File: config.mk
export PLATFORM = sky130hd
export DESIGN_NAME = radix_text_to_integer_parser
export DESIGN_NICKNAME = d
export VERILOG_FILES = /design/src/rtl/rtti_pkg.sv /design/src/rtl/radix_text_to_integer_parser.sv
export SDC_FILE = /design/constraint.sdc
export NUM_CORES = 1
export LEC_CHECK = 0
export ABC_AREA = 1
export BUFFER_PORTS_ARGS = -buffer_cell sky130_fd_sc_hd__buf_2
export CAP_MARGIN = 20
export CORE_UTILIZATION = 62
export DETAILED_ROUTE_END_ITERATION = 12
export GPL_ROUTABILITY_DRIVEN = 1
export PLACE_DENSITY = 0.89
export SETUP_SLACK_MARGIN = 0.05
export SLEW_MARGIN = 20
export SYNTH_ARGS = -nofsm -noshare
export SYNTH_HDL_FRONTEND = slang
export SYNTH_SLANG_ARGS = --single-unit
File: constraint.sdc
create_clock -name clock -period 7.31 [get_ports clock]
set_input_delay 0.3655 -clock clock [delete_from_list [all_inputs] [get_ports clock]]
set_output_delay 0.3655 -clock clock [all_outputs]
set_load 0.03 [all_outputs]
File: src/rtl/rtti_pkg.sv
// ----------------------------------------------------------------------------
// rtti_pkg
// Shared types, codes and the digit decode for the radix text parser.
// ----------------------------------------------------------------------------
`default_nettype none

package rtti_pkg;

   // Widths of the register fields and the payload
   localparam int unsigned RADIX_W   = 6;
   localparam int unsigned VALUE_W   = 64;
   localparam int unsigned CHAR_W    = 8;
   localparam int unsigned CSR_IDX_W = 2;

   // Product holds acc * 36 + 35, which stays below 2^70
   localparam int unsigned PROD_W    = VALUE_W + RADIX_W;

   // Step counter walks over the radix bits
   localparam int unsigned STEP_W    = $clog2(RADIX_W);

   // Size of the digit alphabet 0-9 then A-Z
   localparam logic [RADIX_W-1:0] ALPHABET_SIZE = RADIX_W'(36);
   localparam logic [RADIX_W-1:0] RADIX_RESET   = RADIX_W'(10);

   // Register indexes on the configuration port
   typedef enum logic [CSR_IDX_W-1:0] {
      CSR_RADIX     = 2'd0,
      CSR_MAX_VALUE = 2'd1,
      CSR_MIN_VALUE = 2'd2
   } csr_index_type;

   // Input item kinds
   typedef enum logic {
      KIND_CHAR = 1'b0,
      KIND_END  = 1'b1
   } kind_type;

   // Sequencer states
   typedef enum logic [1:0] {
      ST_IDLE,
      ST_MUL,
      ST_CHECK
   } state_type;

   // Position of a character in 0-9A-Z (lower case folded), or the
   // alphabet size when it is not in the alphabet.
   function automatic logic [RADIX_W-1:0] digit_of(input logic [CHAR_W-1:0] c);
      logic [RADIX_W-1:0] d;
      d = ALPHABET_SIZE;
      if (c inside {[8'h30:8'h39]}) begin
         d = RADIX_W'(c - 8'h30);
      end else if (c inside {[8'h41:8'h5A]}) begin
         d = RADIX_W'(c - 8'h41 + 8'd10);
      end else if (c inside {[8'h61:8'h7A]}) begin
         d = RADIX_W'(c - 8'h61 + 8'd10);
      end
      return d;
   endfunction

endpackage

`default_nettype wire

File: src/rtl/radix_text_to_integer_parser.sv
// ----------------------------------------------------------------------------
// radix_text_to_integer_parser
// Folds a character stream into an unsigned value in a configurable radix.
// ----------------------------------------------------------------------------
//  channel  | direction | transaction
//  ---------+-----------+----------------------------------------------------
//  req_     | in        | one character or end-of-string marker
//  rsp_     | out       | parsed value and failure flag, one per end marker
//  csr_     | in        | register write: radix, max_value, min_value
//
//  A valid digit passes through the accept step, six shift-and-add steps
//  of the shared 70-bit adder (one radix bit each), and one compare against
//  max_value. Invalid characters, characters after a failure and end
//  markers are handled in the idle state alone. Any transaction, character
//  or end marker, waits while a result is held on a stalled rsp_ channel.
//  Reset is synchronous and returns the registers to radix 10, max all ones, min 0.
// ----------------------------------------------------------------------------
`default_nettype none

module radix_text_to_integer_parser (
   input  wire logic                         clock,
   input  wire logic                         reset,
   // configuration writes
   input  wire logic                         csr_write_en,
   input  wire logic [rtti_pkg::CSR_IDX_W-1:0] csr_index,
   input  wire logic [rtti_pkg::VALUE_W-1:0] csr_wdata,
   // input characters
   input  wire logic                         req_valid,
   output logic                              req_stall,
   input  wire logic                         req_kind,
   input  wire logic [rtti_pkg::CHAR_W-1:0]  req_char_code,
   // results
   output logic                              rsp_valid,
   input  wire logic                         rsp_stall,
   output logic [rtti_pkg::VALUE_W-1:0]      rsp_value,
   output logic                              rsp_failed
);

   import rtti_pkg::*;

   // Configuration registers
   logic [RADIX_W-1:0] radix_ff;
   logic [VALUE_W-1:0] max_value_ff;
   logic [VALUE_W-1:0] min_value_ff;

   // Parse state
   state_type          state_ff,      state_in;
   logic [VALUE_W-1:0] acc_ff,        acc_in;
   logic               error_seen_ff, error_seen_in;
   logic [PROD_W-1:0]  prod_ff,       prod_in;
   logic [STEP_W-1:0]  step_ff,       step_in;

   // Result register
   logic               rsp_valid_ff,  rsp_valid_in;
   logic [VALUE_W-1:0] rsp_value_ff,  rsp_value_in;
   logic               rsp_failed_ff, rsp_failed_in;

   logic               req_take;
   logic [RADIX_W-1:0] radix_eff;
   logic [RADIX_W-1:0] digit;
   logic [PROD_W-1:0]  addend;

   // Radices past the alphabet behave as 36
   assign radix_eff = (radix_ff > ALPHABET_SIZE) ? ALPHABET_SIZE : radix_ff;
   assign digit     = digit_of(req_char_code);

   // A busy sequencer or a held result stalls every transaction
   assign req_stall = (state_ff != ST_IDLE) || (rsp_valid_ff && rsp_stall);
   assign req_take  = req_valid && !req_stall;

   // Shifted partial product for the current radix bit
   assign addend = radix_eff[step_ff] ? (PROD_W'(acc_ff) << step_ff) : '0;

   // Configuration registers
   always_ff @(posedge clock) begin
      if (reset) begin
         radix_ff     <= RADIX_RESET;
         max_value_ff <= '1;
         min_value_ff <= '0;
      end else if (csr_write_en) begin
         case (csr_index)
            CSR_RADIX:     radix_ff     <= csr_wdata[RADIX_W-1:0];
            CSR_MAX_VALUE: max_value_ff <= csr_wdata;
            CSR_MIN_VALUE: min_value_ff <= csr_wdata;
            default:       ;
         endcase
      end
   end

   // Sequencer state and control
   always_ff @(posedge clock) begin
      if (reset) begin
         state_ff      <= ST_IDLE;
         acc_ff        <= '0;
         error_seen_ff <= 1'b0;
         rsp_valid_ff  <= 1'b0;
      end else begin
         state_ff      <= state_in;
         acc_ff        <= acc_in;
         error_seen_ff <= error_seen_in;
         rsp_valid_ff  <= rsp_valid_in;
      end
   end

   // Datapath registers
   always_ff @(posedge clock) begin
      prod_ff       <= prod_in;
      step_ff       <= step_in;
      rsp_value_ff  <= rsp_value_in;
      rsp_failed_ff <= rsp_failed_in;
   end

   // Next state and datapath control
   always_comb begin
      state_in      = state_ff;
      acc_in        = acc_ff;
      error_seen_in = error_seen_ff;
      prod_in       = prod_ff;
      step_in       = step_ff;
      rsp_valid_in  = rsp_valid_ff && rsp_stall;
      rsp_value_in  = rsp_value_ff;
      rsp_failed_in = rsp_failed_ff;

      case (state_ff)
         ST_IDLE: begin
            if (req_take) begin
               if (req_kind == KIND_END) begin
                  // report and clear for the next string
                  rsp_valid_in = 1'b1;
                  if (error_seen_ff || acc_ff < min_value_ff) begin
                     rsp_value_in  = '1;
                     rsp_failed_in = 1'b1;
                  end else begin
                     rsp_value_in  = acc_ff;
                     rsp_failed_in = 1'b0;
                  end
                  acc_in        = '0;
                  error_seen_in = 1'b0;
               end else if (!error_seen_ff) begin
                  if (digit >= radix_eff) begin
                     error_seen_in = 1'b1;
                  end else begin
                     // seed the product with the digit, then add acc * radix
                     prod_in  = PROD_W'(digit);
                     step_in  = '0;
                     state_in = ST_MUL;
                  end
               end
            end
         end

         ST_MUL: begin
            prod_in = prod_ff + addend;
            if (step_ff == STEP_W'(RADIX_W - 1)) begin
               state_in = ST_CHECK;
            end else begin
               step_in = step_ff + 1'b1;
            end
         end

         ST_CHECK: begin
            // acc * r + d above max covers both overflow checks
            if (prod_ff > PROD_W'(max_value_ff)) begin
               error_seen_in = 1'b1;
            end else begin
               acc_in = prod_ff[VALUE_W-1:0];
            end
            state_in = ST_IDLE;
         end

         default: begin
            state_in = ST_IDLE;
         end
      endcase
   end

   assign rsp_valid  = rsp_valid_ff;
   assign rsp_value  = rsp_value_ff;
   assign rsp_failed = rsp_failed_ff;

   // ------------------------------------------------------------------------
   // Assertions
   // ------------------------------------------------------------------------

   // The multiplier only ever runs for a parse that has not failed
   a_no_mul_after_error: assert property (@(posedge clock) disable iff (reset)
      (state_ff != ST_IDLE) |-> !error_seen_ff)
      else $error("sequencer busy on a failed parse");

   // A new result only follows an accepted end marker
   a_rsp_from_end: assert property (@(posedge clock) disable iff (reset)
      (rsp_valid_ff && !$past(rsp_valid_ff && rsp_stall)) |->
         $past(req_take && req_kind == KIND_END))
      else $error("result without an end marker");

   // The compare step always returns the sequencer to idle
   a_check_to_idle: assert property (@(posedge clock) disable iff (reset)
      (state_ff == ST_CHECK) |=> (state_ff == ST_IDLE))
      else $error("compare step did not return to idle");

   // A failed result always carries all ones
   a_failed_all_ones: assert property (@(posedge clock) disable iff (reset)
      (rsp_valid_ff && rsp_failed_ff) |-> (&rsp_value_ff))
      else $error("failed result without all-ones value");

endmodule

`default_nettype wire

==> metrics.yaml <==
run_status: "complete, no violations"
ff_latch_area_sq_um: 8190
path_class: "flop to flop"
p_leak_nw: 11.9
min_path_cells: 3
tritoncts: "yes"
synth_area_sq_um: 23700
cp.depth: 24
ys.flop_type: "dfxtp_1"
ff2ff_path_depth: 24
maxCapViolations: 0
design_area_sq_um: 26000
synth_area_leaders: "edfxtp_1 (17%), dfxtp_1 (17%), nand2_1 (14%), ha_1 (11%), nor2_1 (7.6%)"
die_w_microns: 198
grt_use_total_pct: 35.8
cts_made_buffers: 37
path_common_cell: "nand2_1"
cp_cell_sequence: "buf_4 > inv_1 > o21ai_0 > o22ai_1 > nor2_1 > nor2_4 > buf_4 > nor3_1 > ha_1 > nand2_1 > o21ai_2 > nand2_1 > nand2_1 > nand2_1 > nand2_1 > nand2_1 > nand2_1 > nand2_1 > nand2_1 > nand2_1 > nand2_1 > nand2_1 > nand2_1 > nor2_1"
ioPinCount: 147
crit_path_max_incr_delay_ps: 690
grt_max_degree: 102
tightestPinTransition_ps: 1010
startpoint_type: "flop"
crit_path_max_fanout: 38
grt_pass1_vias: 21800
start_util_pct: 63.0
grt_pass1_wl_microns: 111000
dpl_cell_area_sq_um: 24700
nets: 3800
rsz0062_at_grt: "false"
endpoint_kind: "flop"
p_per_area_nw_per_um2: 199
num_rows: 71
cts.path.max_buffers: 3
ys_seq_area_share_pct: 34.5
ys_types: 49
hold_buffers: 0
die_y_microns: 198
syn2layout_area_growth_pct: 9.63
synth_edf_count: 138
peakVddDrop_mv: 0.127
hold_violations: 0
setup_viol: 0
async_flop_share_pct: 0
hp-class: "primary input to flop"
fin_skew_ps: 32.9
grt_overflow: 0
ys_seq_elements: 340
cts.htree.levels: 2
path_buf_inv: 3
postSynthAreaPerCell_sq_um: 6.90
cts_sinks: 340
syn_inst: 3437
vias_per_cell: 5.77
n_fill_cell: 3213
drive_gt1_share_pct: 7.07
fin_tns_setup_ps: 0
clk_pin_slew_ps: 60
multi_input_area_sq_um: 13400
fin_crit_ps: 5040
wl_per_cell_microns: 17.3
max_slew_margin_pct: 32.9
dr.pass1.iters: 8
portBuffers: 146
mostFrequentLayoutCells: "nand2_1 (892), nor2_1 (476), inv_1 (411), a21oi_1 (286), o21ai_0 (270)"
dr_total_vias: 23400
max_freq_mhz: 199
ant_nets: 0
critPathRequiredTime_ps: 7630
die_area_sq_um: 39000
synth_top_area_share_pct: 17.5
final_common_cell: "nand2_1"
routed_wl_microns: 70100
n_antenna_cell: 0
hpwl_microns: 52700
hold_ws_ps: 26.4
maxSlewViolCount: 0
antenna_found_initial: 1
synth_warnings: 0
fin_crit_sh_pct: 68.9
post_cts_buffers: 0
drt-initial-drc-count: 2271
cts_resized: 0
crit_slowest_cell: "nor2_4"
crit_family: "simple AND/OR/NAND/NOR gates"
core-area_sq_um: 37700
drc_errors: 0
synth_fp_nets: 3729
root_buffer: "clkbuf_16"
gp_congestion: 1.06
worstPathArrival_ps: 5360
clk_latency_ps: 580
yosys.area.top_type: "edfxtp_1"
state kept, by name, summed over array words and instances, names as in the netlist, 2 cells and up:
signal	count
radix_ff	6
step_ff	3
rsp_value	64
prod_ff	70
min_value_ff	64
acc_ff	64
state_ff	2
max_value_ff	64
layout make-up:
class                      instances  share of cell area (%)
clock buffer                      47                    4.02
clock inverter                    20                    1.07
inverter                         418                    6.05
multi-input combinational       2547                    51.5
sequential                       340                    31.5
tap                              511                    2.46
timing repair buffer             164                    3.38
synth_stat cells, types with 57 or more instances:
library cell,number
ha_1,211
dfxtp_1,202
o211ai_1,71
o21ai_0,270
nand2_1,894
nand3_1,129
nor2_1,480
clkbuf_1,81
inv_1,412
edfxtp_1,138
mux2i_1,57
a21oi_1,286
kinds of logic (layout without fill, tap and decap cells):
kind of cell	Yosys count	after routing	share of synthesized area (%)
AO/OA/AOI/OAI	698	698	16.2
XOR/XNOR	7	7	0.258
adder cells (fa/ha/maj)	212	212	11.2
buffers and inverters	550	649	9.18
flip-flops	340	340	34.5
multiplexers	57	57	2.41
AND/OR/NAND/NOR	1573	1573	26.2
metal layers:
metal | GRT usage, % | part of all wire, % | vias up
met5 | 0 | 0.046 | -
met4 | 14.4 | 3.9 | 4
met3 | 6.11 | 9.0 | 180
met2 | 57.7 | 45 | 1075
met1 | 47.6 | 42 | 10700
li1 | - | - | 11400
path summary, 6_finish.rpt:
path / startpoint / end / slack (ps)
hold / removal: csr_wdata[60] / max_value_ff[60]$_SDFFE_PP1P_ / 30
hold reg to reg: min_value_ff[47]$_SDFFE_PP0P_ / min_value_ff[47]$_SDFFE_PP0P_ / 460
setup reg to reg: step_ff[1]$_SDFFCE_PN0P_ / prod_ff[43]$_SDFFCE_PN0P_ / 2270
setup / recovery: step_ff[1]$_SDFFCE_PN0P_ / prod_ff[43]$_SDFFCE_PN0P_ / 2270
per-stage QoR:
stage                     std cells  utilization, %  total power, W  setup slack (ps)
after floorplan                3437               -         0.00286              1240
after global placement         3979            65.5         0.00309              2470
after detailed placement       3979            65.5         0.00312              2370
after CTS                      4046            69.0         0.00515              2370
after global routing           4047            69.0         0.00535              1850
final                          4047            69.0         0.00517              2270
tightest hold or removal path, delay by kind of cell:
kind	cells	cell delay, ps
AO/OA/AOI/OAI	1	70
buffers and inverters	1	90
AND/OR/NAND/NOR	1	40
where the power goes:
part | leakage, nW | internal [W] | total [W] | switching (W)
sequential | 2.92 | 0.00211 | 0.00217 | 0.0000569
clock | 0.647 | 0.00123 | 0.00205 | 0.000818
combinational | 8.30 | 0.000289 | 0.000949 | 0.000660
total | 11.9 | 0.00363 | 0.00517 | 0.00153
Note: power is estimated with default switching activity, not from simulation.
